## src/ckx_pkg.sv

```systemverilog
// ----------------------------------------------------------------------------
// ckx_pkg
// Shared types, constants and lookup functions of the k-mer extractor.
// ----------------------------------------------------------------------------
`timescale 1ns / 1ps

package ckx_pkg;

  localparam int unsigned SymW       = 5;    // symbol index width
  localparam int unsigned NumSym     = 20;   // largest alphabet
  localparam int unsigned LogW       = 31;   // log2 in q.28, up to log2(64)
  localparam int unsigned LogEntries = 65;   // log table covers 0..64
  localparam int unsigned LogFrac    = 28;

  localparam logic [7:0] ChHeader  = 8'h3E;  // '>'
  localparam logic [7:0] ChNewline = 8'h0A;

  localparam logic [2:0] RegWinLen = 3'd0;
  localparam logic [2:0] RegMode   = 3'd1;
  localparam logic [2:0] RegCanon  = 3'd2;
  localparam logic [2:0] RegFold   = 3'd3;
  localparam logic [2:0] RegEntLo  = 3'd4;
  localparam logic [2:0] RegEntHi  = 3'd5;

  typedef enum logic [1:0] {
    MODE_NUC   = 2'd0,
    MODE_RY    = 2'd1,
    MODE_AMINO = 2'd2
  } mode_e;

  typedef struct packed {
    logic [6:0]  k;       // clamped window length
    mode_e       mode;    // effective alphabet
    logic        canon;
    logic        fold;
    logic [16:0] lo;
    logic [16:0] hi;
  } cfg_t;

  typedef struct packed {
    logic            hit;
    logic [SymW-1:0] idx;
  } sym_t;

  typedef struct packed {
    logic [63:0] kmer;
    logic [3:0]  nbytes;
    logic        rev;
    logic [31:0] count;
  } result_t;

  typedef logic [LogW-1:0] log_tbl_t [LogEntries];

  // integer squaring log2, only evaluated at elaboration
  function automatic logic [LogW-1:0] log2_q28(int unsigned n);
    logic [63:0]     y;
    logic [LogW-1:0] r;
    int unsigned     ip;
    ip = 0;
    if (n == 0) return '0;
    for (int p = 1; p <= 30; p++) begin
      if ((n >> p) != 0) ip = p;
    end
    y = 64'(n) << (30 - ip);
    r = LogW'(ip) << LogFrac;
    for (int b = LogFrac; b > 0; b--) begin
      y = (y * y) >> 30;
      if (y >= (64'd1 << 31)) begin
        y = y >> 1;
        r[b-1] = 1'b1;
      end
    end
    return r;
  endfunction

  function automatic log_tbl_t build_log_tbl();
    log_tbl_t t;
    for (int i = 0; i < LogEntries; i++) t[i] = log2_q28(i);
    return t;
  endfunction

  localparam log_tbl_t LOG_TBL = build_log_tbl();

  function automatic mode_e eff_mode(logic [1:0] m);
    mode_e r;
    unique case (m)
      2'd1:    r = MODE_RY;
      2'd2:    r = MODE_AMINO;
      default: r = MODE_NUC;
    endcase
    return r;
  endfunction

  function automatic logic [4:0] alpha_size(mode_e m);
    logic [4:0] r;
    unique case (m)
      MODE_RY:    r = 5'd2;
      MODE_AMINO: r = 5'd20;
      default:    r = 5'd4;
    endcase
    return r;
  endfunction

  function automatic logic [2:0] alpha_bits(mode_e m);
    logic [2:0] r;
    unique case (m)
      MODE_RY:    r = 3'd2;
      MODE_AMINO: r = 3'd5;
      default:    r = 3'd3;
    endcase
    return r;
  endfunction

  function automatic sym_t classify(logic [7:0] ch, mode_e m);
    sym_t s;
    s = '0;
    s.hit = 1'b1;
    unique case (m)
      MODE_RY: begin
        unique case (ch)
          "R":     s.idx = 5'd0;
          "Y":     s.idx = 5'd1;
          default: s.hit = 1'b0;
        endcase
      end
      MODE_AMINO: begin
        unique case (ch)
          "G": s.idx = 5'd0;   "A": s.idx = 5'd1;   "S": s.idx = 5'd2;
          "T": s.idx = 5'd3;   "C": s.idx = 5'd4;   "V": s.idx = 5'd5;
          "L": s.idx = 5'd6;   "I": s.idx = 5'd7;   "M": s.idx = 5'd8;
          "P": s.idx = 5'd9;   "F": s.idx = 5'd10;  "Y": s.idx = 5'd11;
          "W": s.idx = 5'd12;  "D": s.idx = 5'd13;  "E": s.idx = 5'd14;
          "N": s.idx = 5'd15;  "Q": s.idx = 5'd16;  "H": s.idx = 5'd17;
          "K": s.idx = 5'd18;  "R": s.idx = 5'd19;
          default: s.hit = 1'b0;
        endcase
      end
      default: begin
        unique case (ch)
          "A":     s.idx = 5'd0;
          "G":     s.idx = 5'd1;
          "C":     s.idx = 5'd2;
          "T":     s.idx = 5'd3;
          default: s.hit = 1'b0;
        endcase
      end
    endcase
    return s;
  endfunction

  // letter of a nucleotide-mode symbol, for the canonical compare
  function automatic logic [7:0] nuc_letter(mode_e m, logic [SymW-1:0] idx);
    logic [7:0] r;
    if (m == MODE_RY) begin
      r = (idx == 5'd0) ? "R" : "Y";
    end else begin
      unique case (idx[1:0])
        2'd0: r = "A";
        2'd1: r = "G";
        2'd2: r = "C";
        default: r = "T";
      endcase
    end
    return r;
  endfunction

endpackage

```

## src/ckx_queue.sv

```systemverilog
// ----------------------------------------------------------------------------
// ckx_queue
// Two-entry queue that carries full windows from front to back.
// ----------------------------------------------------------------------------
`timescale 1ns / 1ps

module ckx_queue #(
  parameter int unsigned WIDTH = 160
) (
  input  logic             clk_i,
  input  logic             rst_ni,
  input  logic             wr_i,
  input  logic [WIDTH-1:0] wdata_i,
  input  logic             rd_i,
  output logic [WIDTH-1:0] rdata_o,
  output logic             full_o,
  output logic             valid_o
);

  logic [WIDTH-1:0] mem_q [2];
  logic             wptr_q, rptr_q;
  logic [1:0]       cnt_q;

  assign full_o  = (cnt_q == 2'd2);
  assign valid_o = (cnt_q != 2'd0);
  assign rdata_o = mem_q[rptr_q];

  always_ff @(posedge clk_i) begin
    if (wr_i) mem_q[wptr_q] <= wdata_i;
  end

  always_ff @(posedge clk_i or negedge rst_ni) begin
    if (!rst_ni) begin
      wptr_q <= 1'b0;
      rptr_q <= 1'b0;
      cnt_q  <= 2'd0;
    end else begin
      if (wr_i) wptr_q <= ~wptr_q;
      if (rd_i) rptr_q <= ~rptr_q;
      cnt_q <= 2'(cnt_q + {1'b0, wr_i} - {1'b0, rd_i});
    end
  end

endmodule

```

## src/ckx_front.sv

```systemverilog
// ----------------------------------------------------------------------------
// ckx_front
// Byte parser and sliding symbol window; one byte per cycle while take_i is high.
// ----------------------------------------------------------------------------
`timescale 1ns / 1ps

module ckx_front
  import ckx_pkg::*;
#(
  parameter int unsigned MAX_WINDOW = 32
) (
  input  logic                                 clk_i,
  input  logic                                 rst_ni,
  input  logic                                 take_i,
  input  logic [7:0]                           char_i,
  input  cfg_t                                 cfg_i,
  input  logic                                 clr_i,
  output logic                                 enq_o,
  output logic [MAX_WINDOW-1:0][SymW-1:0]      win_o
);

  localparam int unsigned FW = $clog2(MAX_WINDOW + 1);

  logic [MAX_WINDOW-1:0][SymW-1:0] win_q, win_d;
  logic [FW-1:0]                   fill_q, fill_d;
  logic                            hdr_q, hdr_d;
  logic [7:0]                      ch;
  logic [FW-1:0]                   nf;
  sym_t                            sym;

  always_comb begin
    win_d  = win_q;
    fill_d = fill_q;
    hdr_d  = hdr_q;
    enq_o  = 1'b0;
    ch     = char_i;
    if (cfg_i.fold && ch >= "a" && ch <= "z") ch = 8'(ch - 8'd32);
    if (cfg_i.mode == MODE_RY) begin
      if (ch == "A" || ch == "G") ch = "R";
      else if (ch == "C" || ch == "T") ch = "Y";
    end
    sym = classify(ch, cfg_i.mode);
    nf  = (int'(fill_q) < MAX_WINDOW) ? FW'(fill_q + 1'b1) : fill_q;
    win_d = {sym.idx, win_q[MAX_WINDOW-1:1]};
    if (!take_i) begin
      win_d = win_q;
    end else if (char_i == ChHeader) begin
      hdr_d  = 1'b1;
      fill_d = '0;
      win_d  = win_q;
    end else if (hdr_q) begin
      if (char_i == ChNewline) hdr_d = 1'b0;
      win_d = win_q;
    end else if (char_i == ChNewline) begin
      win_d = win_q;
    end else if (!sym.hit) begin
      fill_d = '0;
      win_d  = win_q;
    end else if (cfg_i.k != 7'd0 && 7'(nf) >= cfg_i.k) begin
      fill_d = FW'(cfg_i.k - 7'd1);
      enq_o  = 1'b1;
    end else begin
      fill_d = nf;
    end
    if (clr_i) fill_d = '0;
  end

  assign win_o = win_d;

  always_ff @(posedge clk_i) begin
    win_q <= win_d;
  end

  always_ff @(posedge clk_i or negedge rst_ni) begin
    if (!rst_ni) begin
      fill_q <= '0;
      hdr_q  <= 1'b0;
    end else begin
      fill_q <= fill_d;
      hdr_q  <= hdr_d;
    end
  end

endmodule

```

## src/ckx_back.sv

```systemverilog
// ----------------------------------------------------------------------------
// ckx_back
// Window evaluation: count, canonical pick, packing, entropy and filter.
// ----------------------------------------------------------------------------
`timescale 1ns / 1ps

module ckx_back
  import ckx_pkg::*;
#(
  parameter int unsigned MAX_WINDOW = 32,
  parameter int unsigned KEY_BITS   = 64
) (
  input  logic                            clk_i,
  input  logic                            rst_ni,
  input  logic [MAX_WINDOW-1:0][SymW-1:0] win_i,
  input  logic                            win_valid_i,
  output logic                            win_pop_o,
  input  cfg_t                            cfg_i,
  output logic                            res_valid_o,
  input  logic                            res_ready_i,
  output result_t                         res_o
);

  localparam int unsigned CW = $clog2(MAX_WINDOW + 1);

  typedef enum logic [2:0] {
    ST_IDLE, ST_SCAN, ST_SUM, ST_NUM, ST_DIV, ST_CHECK, ST_EMIT
  } state_e;

  state_e                          state_q;
  logic [MAX_WINDOW-1:0][SymW-1:0] fwd_q, bwd_q;
  logic [CW-1:0]                   cnt_q [NumSym];
  logic [6:0]                      i_q;
  logic [4:0]                      j_q;
  logic                            decided_q, rev_q;
  logic [63:0]                     vf_q, vr_q;
  logic [LogW-1:0]                 lk_q;
  logic [39:0]                     d_q, s_q;
  logic [57:0]                     rem_q, dsh_q;
  logic [18:0]                     q_q;
  logic [31:0]                     hit_q;
  result_t                         res_q;

  logic [SymW-1:0] f, r, rc;
  logic [4:0]      top;
  logic [2:0]      bps;
  logic [63:0]     mask;
  logic            canon_act;
  logic [CW-1:0]   c;
  logic [37:0]     term;
  logic [8:0]      bits;
  logic [5:0]      nb;
  logic [2:0]      pad;
  logic [16:0]     ent;
  logic [63:0]     v;

  always_comb begin
    f         = fwd_q[0];
    r         = bwd_q[MAX_WINDOW-1];
    top       = 5'(alpha_size(cfg_i.mode) - 5'd1);
    rc        = 5'(top - r);
    bps       = alpha_bits(cfg_i.mode);
    mask      = (64'd1 << bps) - 64'd1;
    canon_act = cfg_i.canon && (cfg_i.mode != MODE_AMINO);
    c         = cnt_q[j_q];
    term      = 38'(c) * 38'(lk_q - LOG_TBL[7'(c)]);
    bits      = 9'(bps) * 9'(cfg_i.k);
    nb        = 6'((10'(bits) + 10'd7) >> 3);
    pad       = 3'(3'd0 - bits[2:0]);
    ent       = (q_q > 19'd65536) ? 17'h10000 : q_q[16:0];
    v         = rev_q ? vr_q : vf_q;
    v         = (v << pad) | ((64'd1 << pad) - 64'd1);
  end

  assign win_pop_o   = (state_q == ST_IDLE) && win_valid_i;
  assign res_valid_o = (state_q == ST_EMIT);
  assign res_o       = res_q;

  always_ff @(posedge clk_i) begin
    unique case (state_q)
      ST_IDLE: begin
        fwd_q     <= win_i >> (SymW * (MAX_WINDOW - int'(cfg_i.k)));
        bwd_q     <= win_i;
        vf_q      <= '0;
        vr_q      <= '0;
        decided_q <= 1'b0;
        rev_q     <= 1'b0;
        lk_q      <= LOG_TBL[cfg_i.k];
        d_q       <= 40'(cfg_i.k) * 40'(LOG_TBL[7'(alpha_size(cfg_i.mode))]);
        s_q       <= '0;
        for (int n = 0; n < NumSym; n++) cnt_q[n] <= '0;
      end
      ST_SCAN: begin
        fwd_q <= fwd_q >> SymW;
        bwd_q <= bwd_q << SymW;
        if (f < 5'(NumSym)) cnt_q[f] <= CW'(cnt_q[f] + 1'b1);
        if (canon_act && !decided_q &&
            nuc_letter(cfg_i.mode, f) != nuc_letter(cfg_i.mode, rc)) begin
          decided_q <= 1'b1;
          rev_q     <= nuc_letter(cfg_i.mode, f) > nuc_letter(cfg_i.mode, rc);
        end
        vf_q <= (vf_q << bps) | (64'(5'(f + 5'd1)) & mask);
        vr_q <= (vr_q << bps) | (64'(5'(rc + 5'd1)) & mask);
      end
      ST_SUM: begin
        s_q <= s_q + 40'(term);
      end
      ST_NUM: begin
        rem_q <= (58'(s_q) << 16) + 58'(d_q >> 1);
        dsh_q <= 58'(d_q) << 18;
        q_q   <= '0;
      end
      ST_DIV: begin
        if (rem_q >= dsh_q) rem_q <= rem_q - dsh_q;
        dsh_q <= dsh_q >> 1;
        q_q   <= {q_q[17:0], rem_q >= dsh_q};
      end
      ST_CHECK: begin
        res_q.kmer   <= v;
        res_q.nbytes <= nb[3:0];
        res_q.rev    <= rev_q;
        res_q.count  <= (hit_q == 32'hFFFF_FFFF) ? hit_q : 32'(hit_q + 1'b1);
      end
      default: ;
    endcase
  end

  always_ff @(posedge clk_i or negedge rst_ni) begin
    if (!rst_ni) begin
      state_q <= ST_IDLE;
      i_q     <= '0;
      j_q     <= '0;
      hit_q   <= '0;
    end else begin
      unique case (state_q)
        ST_IDLE: begin
          i_q <= '0;
          if (win_valid_i) state_q <= ST_SCAN;
        end
        ST_SCAN: begin
          i_q <= 7'(i_q + 1'b1);
          j_q <= '0;
          if (i_q == 7'(cfg_i.k - 7'd1)) state_q <= ST_SUM;
        end
        ST_SUM: begin
          j_q <= 5'(j_q + 1'b1);
          if (j_q == 5'(NumSym - 1)) state_q <= ST_NUM;
        end
        ST_NUM: begin
          j_q     <= '0;
          state_q <= ST_DIV;
        end
        ST_DIV: begin
          j_q <= 5'(j_q + 1'b1);
          if (j_q == 5'd18) state_q <= ST_CHECK;
        end
        ST_CHECK: begin
          if (ent >= cfg_i.lo && ent <= cfg_i.hi && int'(nb) * 8 <= KEY_BITS)
            state_q <= ST_EMIT;
          else
            state_q <= ST_IDLE;
        end
        ST_EMIT: begin
          if (res_ready_i) begin
            hit_q   <= res_q.count;
            state_q <= ST_IDLE;
          end
        end
        default: state_q <= ST_IDLE;
      endcase
    end
  end

endmodule

```

## src/canonical_kmer_extractor_unit.sv

```systemverilog
// ----------------------------------------------------------------------------
// canonical_kmer_extractor_unit
// FASTA byte stream in, entropy-filtered canonical k-mers out.
// ----------------------------------------------------------------------------
// usage:
//   input queue: one FASTA byte per request on char_in_i, taken when push is
//     high and full is low; the front takes one byte per cycle
//   result queue: while empty is low the oldest k-mer sits on the result
//     ports, popped when pop is high
//   apb port: six registers at byte offsets 0x00..0x14, write only while idle
// back end and window queue:
//   each full window passes the back end through load, k scan steps, 20
//   entropy-sum steps over the symbol counters, numerator, 19 restoring
//   divide steps, check and hand-off; a new window is taken only in idle.
//   bytes that do not complete a window never reach the back end
//   a two-deep window queue sits between front and back; full rises while
//   both entries wait
// reset: window empty, header flag and hit counter cleared, registers at
//   their defaults; result register empty
// receiver stall: a result holds in the output register, the back end waits
//   behind it and the front keeps taking bytes until the window queue fills
// ----------------------------------------------------------------------------
`timescale 1ns / 1ps

module canonical_kmer_extractor_unit
  import ckx_pkg::*;
#(
  parameter int unsigned MAX_WINDOW = 32,
  parameter int unsigned KEY_BITS   = 64
) (
  input  logic        clk_i,
  input  logic        rst_ni,
  // input queue
  input  logic        push,
  output logic        full,
  input  logic [7:0]  char_in_i,
  // result queue
  output logic        empty,
  input  logic        pop,
  output logic [63:0] packed_kmer_o,
  output logic [3:0]  kmer_bytes_o,
  output logic        used_reverse_o,
  output logic [31:0] accepted_count_o,
  // configuration
  input  logic        psel,
  input  logic        penable,
  input  logic        pwrite,
  input  logic [4:0]  paddr,
  input  logic [31:0] pwdata,
  output logic [31:0] prdata,
  output logic        pready
);

  localparam int unsigned WinW = MAX_WINDOW * SymW;

  // configuration registers
  logic [5:0]  wlen_q;
  logic [1:0]  mode_q;
  logic        canon_q, fold_q;
  logic [16:0] lo_q, hi_q;
  logic        cfg_wr;
  logic [2:0]  reg_idx;
  cfg_t        cfg;

  // datapath links
  logic                            take;
  logic                            enq, q_full, q_valid, q_pop;
  logic [MAX_WINDOW-1:0][SymW-1:0] front_win, back_win;
  logic [WinW-1:0]                 q_rdata;
  logic                            back_valid, back_ready;
  result_t                         back_res;

  // output register
  logic    out_valid_q;
  result_t out_q;

  assign pready  = 1'b1;
  assign reg_idx = paddr[4:2];
  assign cfg_wr  = psel && penable && pwrite && pready;

  always_comb begin
    unique case (reg_idx)
      RegWinLen: prdata = 32'(wlen_q);
      RegMode:   prdata = 32'(mode_q);
      RegCanon:  prdata = 32'(canon_q);
      RegFold:   prdata = 32'(fold_q);
      RegEntLo:  prdata = 32'(lo_q);
      RegEntHi:  prdata = 32'(hi_q);
      default:   prdata = '0;
    endcase
  end

  always_ff @(posedge clk_i or negedge rst_ni) begin
    if (!rst_ni) begin
      wlen_q  <= 6'd10;
      mode_q  <= 2'd0;
      canon_q <= 1'b1;
      fold_q  <= 1'b0;
      lo_q    <= 17'd0;
      hi_q    <= 17'h10000;
    end else if (cfg_wr) begin
      unique case (reg_idx)
        RegWinLen: wlen_q  <= pwdata[5:0];
        RegMode:   mode_q  <= pwdata[1:0];
        RegCanon:  canon_q <= pwdata[0];
        RegFold:   fold_q  <= pwdata[0];
        RegEntLo:  lo_q    <= pwdata[16:0];
        RegEntHi:  hi_q    <= pwdata[16:0];
        default: ;
      endcase
    end
  end

  // clamp window length to the window storage, fold reserved mode onto AGCT
  always_comb begin
    cfg.k     = (int'(wlen_q) > MAX_WINDOW) ? 7'(MAX_WINDOW) : 7'(wlen_q);
    cfg.mode  = eff_mode(mode_q);
    cfg.canon = canon_q;
    cfg.fold  = fold_q;
    cfg.lo    = lo_q;
    cfg.hi    = hi_q;
  end

  // a byte is taken whenever the window queue has room
  assign full = q_full;
  assign take = push && !full;

  ckx_front #(
    .MAX_WINDOW (MAX_WINDOW)
  ) u_front (
    .clk_i  (clk_i),
    .rst_ni (rst_ni),
    .take_i (take),
    .char_i (char_in_i),
    .cfg_i  (cfg),
    .clr_i  (cfg_wr && (reg_idx == RegWinLen || reg_idx == RegMode)),
    .enq_o  (enq),
    .win_o  (front_win)
  );

  ckx_queue #(
    .WIDTH (WinW)
  ) u_queue (
    .clk_i   (clk_i),
    .rst_ni  (rst_ni),
    .wr_i    (enq),
    .wdata_i (front_win),
    .rd_i    (q_pop),
    .rdata_o (q_rdata),
    .full_o  (q_full),
    .valid_o (q_valid)
  );

  assign back_win = q_rdata;

  ckx_back #(
    .MAX_WINDOW (MAX_WINDOW),
    .KEY_BITS   (KEY_BITS)
  ) u_back (
    .clk_i       (clk_i),
    .rst_ni      (rst_ni),
    .win_i       (back_win),
    .win_valid_i (q_valid),
    .win_pop_o   (q_pop),
    .cfg_i       (cfg),
    .res_valid_o (back_valid),
    .res_ready_i (back_ready),
    .res_o       (back_res)
  );

  // output register parts the back end from the receiver
  assign back_ready = !out_valid_q || pop;

  always_ff @(posedge clk_i) begin
    if (back_valid && back_ready) out_q <= back_res;
  end

  always_ff @(posedge clk_i or negedge rst_ni) begin
    if (!rst_ni) begin
      out_valid_q <= 1'b0;
    end else if (back_valid && back_ready) begin
      out_valid_q <= 1'b1;
    end else if (pop) begin
      out_valid_q <= 1'b0;
    end
  end

  assign empty            = !out_valid_q;
  assign packed_kmer_o    = out_q.kmer;
  assign kmer_bytes_o     = out_q.nbytes;
  assign used_reverse_o   = out_q.rev;
  assign accepted_count_o = out_q.count;

  // a waiting result always carries a legal byte count
  a_bytes_legal: assert property (@(posedge clk_i) disable iff (!rst_ni)
    !empty |-> (kmer_bytes_o >= 4'd1 && kmer_bytes_o <= 4'd8))
    else $error("kmer byte count out of range");

  // every delivered result has been counted
  a_count_nonzero: assert property (@(posedge clk_i) disable iff (!rst_ni)
    !empty |-> accepted_count_o != 32'd0)
    else $error("result with zero accepted count");

  // the back end holds its result while the output register is busy
  a_back_holds: assert property (@(posedge clk_i) disable iff (!rst_ni)
    back_valid && !back_ready |=> back_valid)
    else $error("back end dropped a stalled result");

endmodule

```

## config.mk

```make
export PLATFORM = sky130hd
export DESIGN_NAME = canonical_kmer_extractor_unit
export DESIGN_NICKNAME = d
export VERILOG_FILES = /design/src/ckx_pkg.sv /design/src/ckx_queue.sv /design/src/ckx_front.sv /design/src/ckx_back.sv /design/src/canonical_kmer_extractor_unit.sv
export SDC_FILE = /design/constraint.sdc
export NUM_CORES = 2
export LEC_CHECK = 0
export BUFFER_PORTS_ARGS = -buffer_cell sky130_fd_sc_hd__buf_2
export CORE_ASPECT_RATIO = 1.25
export CORE_MARGIN = 4
export CORE_UTILIZATION = 50
export CTS_CLUSTER_DIAMETER = 40
export DETAILED_ROUTE_END_ITERATION = 7
export PLACE_DENSITY = 0.66
export SLEW_MARGIN = 10
export SYNTH_ARGS = -nofsm -noshare
export SYNTH_HDL_FRONTEND = slang
export SYNTH_SLANG_ARGS = --single-unit
```

## constraint.sdc

```tcl
create_clock -name clk_i -period 17.9 [get_ports clk_i]
set_input_delay 1.79 -clock clk_i [delete_from_list [all_inputs] [get_ports clk_i]]
set_output_delay 1.79 -clock clk_i [all_outputs]
set_load 0.01 [all_outputs]
```

==> summary.md <==
The run gives 0 as the warning count from the yosys run. In this run, synthesis produced a sequential element count of 1672. Counting every sink on the clock net gives 1672. The sequential element share of the synthesized area was 42.9%.

Across the run, the number of max-cap violations was 0. For the final routed database, the setup TNS stands at 0 ns. Hold is met by 0.394 ns. Setup repair after global routing left no endpoint under its margin. For this run, the top clock speed supported by timing is 68.5 MHz.

The via total after detailed routing was 84420; the total of fill cells in the finished design was 18858. The clock reaches the later pin of the worst-skew pair after 0.91 ns. A synthesized cell averages 10.9 µm².

Yosys mapped a number of flops with a built-in enable equal to 1404. Gates resized during post-CTS repair numbered 0. The overall routed net length came out at 351000 µm.

The minimum setup slack among reg-to-reg paths was 3.31 ns. Yosys attributes the largest share of cell area to edfxtp_1 38%, mux4_2 9.2%, mux2i_1 5.1%. At the end of routability-driven placement, the weighted congestion stood at 1.01. The share of the clock period used by the worst path was 81.5%. The first global-routing pass estimated 530000 µm of wire. The critical path is of the reg -> reg type.

Of all nets on the critical path, the largest fanout is 31. From synthesis to final layout, the design area changed by 10.3%. The region available for standard cell placement spans 0.222 mm². The count of pins over their slew limit came out at 0. In the final layout, the multi-input gates occupy 0.0595 mm².

The run gives 13334 as the final non-filler cell total. The die extent in y works out to 537 µm. The detailed-route vias per instance works out to 6.33. By count the netlist is led by 1404 x edfxtp_1, 1122 x nand2_1, 872 x nor2_1.

Counting every instance in the synthesized netlist gives 10259. In this run the horizontal extent of the chip is 431 µm. For this run, the slowest stage of the critical path takes 0.93 ns. STA classifies the critical path endpoint as a flip-flop. The minimum clock period is 14.59 ns, and the die area is 0.232 mm².

Initial cell density of the core: 50.4%. Measured against its own limit, the worst slew margin works out to 3.74%. The number of routed nets with antenna violations was 0; the async set-reset flop share out of synthesis was 6.16%. The cell taking the most area after synthesis is edfxtp_1. The worst min-delay path category was reg -> reg. Dividing the detail-routed wire length by the instance count gives 26.3 µm. The DRC marker count from the first detailed-route iteration came out at 8070. The number of antenna violations at the first check in global routing is 19. In this run the core area contains 193 standard-cell rows.

The run finished with clean final reports. Buffers added to address setup during post-CTS repair amount to 0. Among all flip-flop cells after synthesis, the most frequent one is edfxtp_1.

The HPWL after detailed placement is 254000 µm. Buffers placed on the I/O ports in this run total 154. Global router's overall resource usage: 29.7%.

The worst setup path is launched from a flip-flop. STA puts the critical path data required time at 18.51 ns. The transition time at the pin with the least slew margin came out at 1.43 ns. STA puts the critical path data arrival time at 15.21 ns. Among all cell types in the netlist, the one instantiated most often is edfxtp_1. The first detailed-routing pass ran for 7 iterations. The number of buffers created by CTS is 241, and the residual DRC count is 0. Yosys mapped the design onto 122 distinct sky130hd cell types. In this run, post-CTS hold repair placed 0 buffers. The logs give 0 for the number of failing hold endpoints at the final stage and 4 for the maximum clock insertion buffer count.

TritonCTS built the clock tree. Across the whole layout, storage elements account for 0.0481 mm². 188 I/O pins were placed.

Clock transition at the register clock pins on the worst setup and hold paths after CTS: 0.06 ns. The number of placed instances, taps included, is 12877. Among all stages on the critical path, the largest delay is contributed by dfrtp_2. The portion of synthesized cell area occupied by the leading cell type was 37.7%; the number of nets at the end of the flow was 10871.

The proportion of layout cells with a drive suffix above 1 came out at 15.2%. Setup violations remaining at the end of the flow were counted as 0. H-tree depth reported by CTS: 4. The number of global-route vias before repair is 84837, and the pin count of the biggest net entering global routing is 143. For the total grt overflow, the log shows 0.

For the final database, setup skew stands at 0.0584 ns. The netlist area before placement came out at 0.112 mm². The tree is rooted in a clkbuf_16.
[worst paths after layout]
kind,depth (start not counted),endpoint,from
hold / removal,0,packed_kmer_o[11],u_back.res_o[48]
max in group asynchronous,2,u_back.state_q[0],rst_ni
min in group asynchronous,1,lo_q[11],rst_ni
hold reg to reg,0,packed_kmer_o[11],u_back.res_o[48]
setup reg to reg,47,u_back.s_q[38],u_back.j_q[0]
setup / recovery,47,u_back.s_q[38],u_back.j_q[0]
[placed cells by master (no fill, tap or decap), types with 163 or more instances in the layout]
cell,instances
inv_1,501
mux2i_1,570
edfxtp_1,1404
xnor2_1,177
o21ai_0,635
nand3_1,207
and3_1,168
a21o_1,174
fa_1,244
a21oi_1,540
nor2_1,864
mux2_2,254
dfxtp_1,163
clkbuf_16,244
ha_1,373
nand2_1,1119
mux4_2,455
[stage by stage]
stage | util (%) | instance area, µm² | setup WS [ns]
after floorplan | - | 112000 | 2.94
after global routing | 55.6 | 123000 | 2.25
after global placement | 51.9 | 115000 | 3.45
after detailed placement | 51.9 | 115000 | 3.38
final | 55.6 | 123000 | 3.31
after CTS | 55.6 | 123000 | 3.34
[kinds of logic after synthesis]
| family | count (synthesis) | share of synthesized area, % |
|---|---|---|
| compound gates | 2147 | 12.1 |
| xor+xnor | 296 | 2.32 |
| fa+ha+maj | 624 | 8.62 |
| buf+inv | 1224 | 4.58 |
| flops | 1672 | 42.9 |
| mux | 1321 | 17.6 |
| other cells | 2 | 0.00671 |
| simple gates | 2973 | 11.9 |
[flip-flops by register name, summed over array words and instances, names as in the netlist, 7 cells and up, named ones only]
signal            cells
u_queue.mem_q       320
u_front.win_q       160
u_back.rem_q         58
hi_q                 17
u_back.i_q            7
u_back.hit_q         32
u_back.q_q           19
accepted_count_o     32
u_back.fwd_q        155
u_back.s_q           40
u_back.lk_q          31
u_back.vf_q          64
lo_q                 17
u_back.vr_q          64
packed_kmer_o        64
u_back.bwd_q        155
u_back.dsh_q         55
u_back.res_o        101
u_back.cnt_q        192
u_back.d_q           37
[final cells by class]
cell class	instances	area share (%)
Sequential cell	1672	38.9
Timing Repair Buffer	314	1.65
Multi-Input combinational cell	7449	48.1
Clock inverter	164	1.58
Tap cell	2925	2.96
Inverter	517	1.60
Antenna cell	13	0.0263
Clock buffer	280	5.10
[worst max-delay path, delay by kind of cell, from the launching register on]
kind / cells / cell delay (ns)
multiplexers: 3 / 1.58
AO/OA/AOI/OAI: 23 / 5.34
XOR/XNOR: 3 / 0.75
flip-flops: 1 / 0.93
buffers and inverters: 4 / 1.17
AND/OR/NAND/NOR: 6 / 1.08
adder cells (fa/ha/maj): 8 / 3.38
[routing by layer]
metal	global-route usage [%]	vias up	share of wire [%]
met5	0	-	0.012
met4	18.1	6	7.1
met3	4.05	978	5.9
met2	51.6	3410	50
met1	35.2	42150	37
li1	-	37876	-
Power is not shown: default switching activity piles up to over one toggle a cycle in this logic, so the estimate is an artifact.
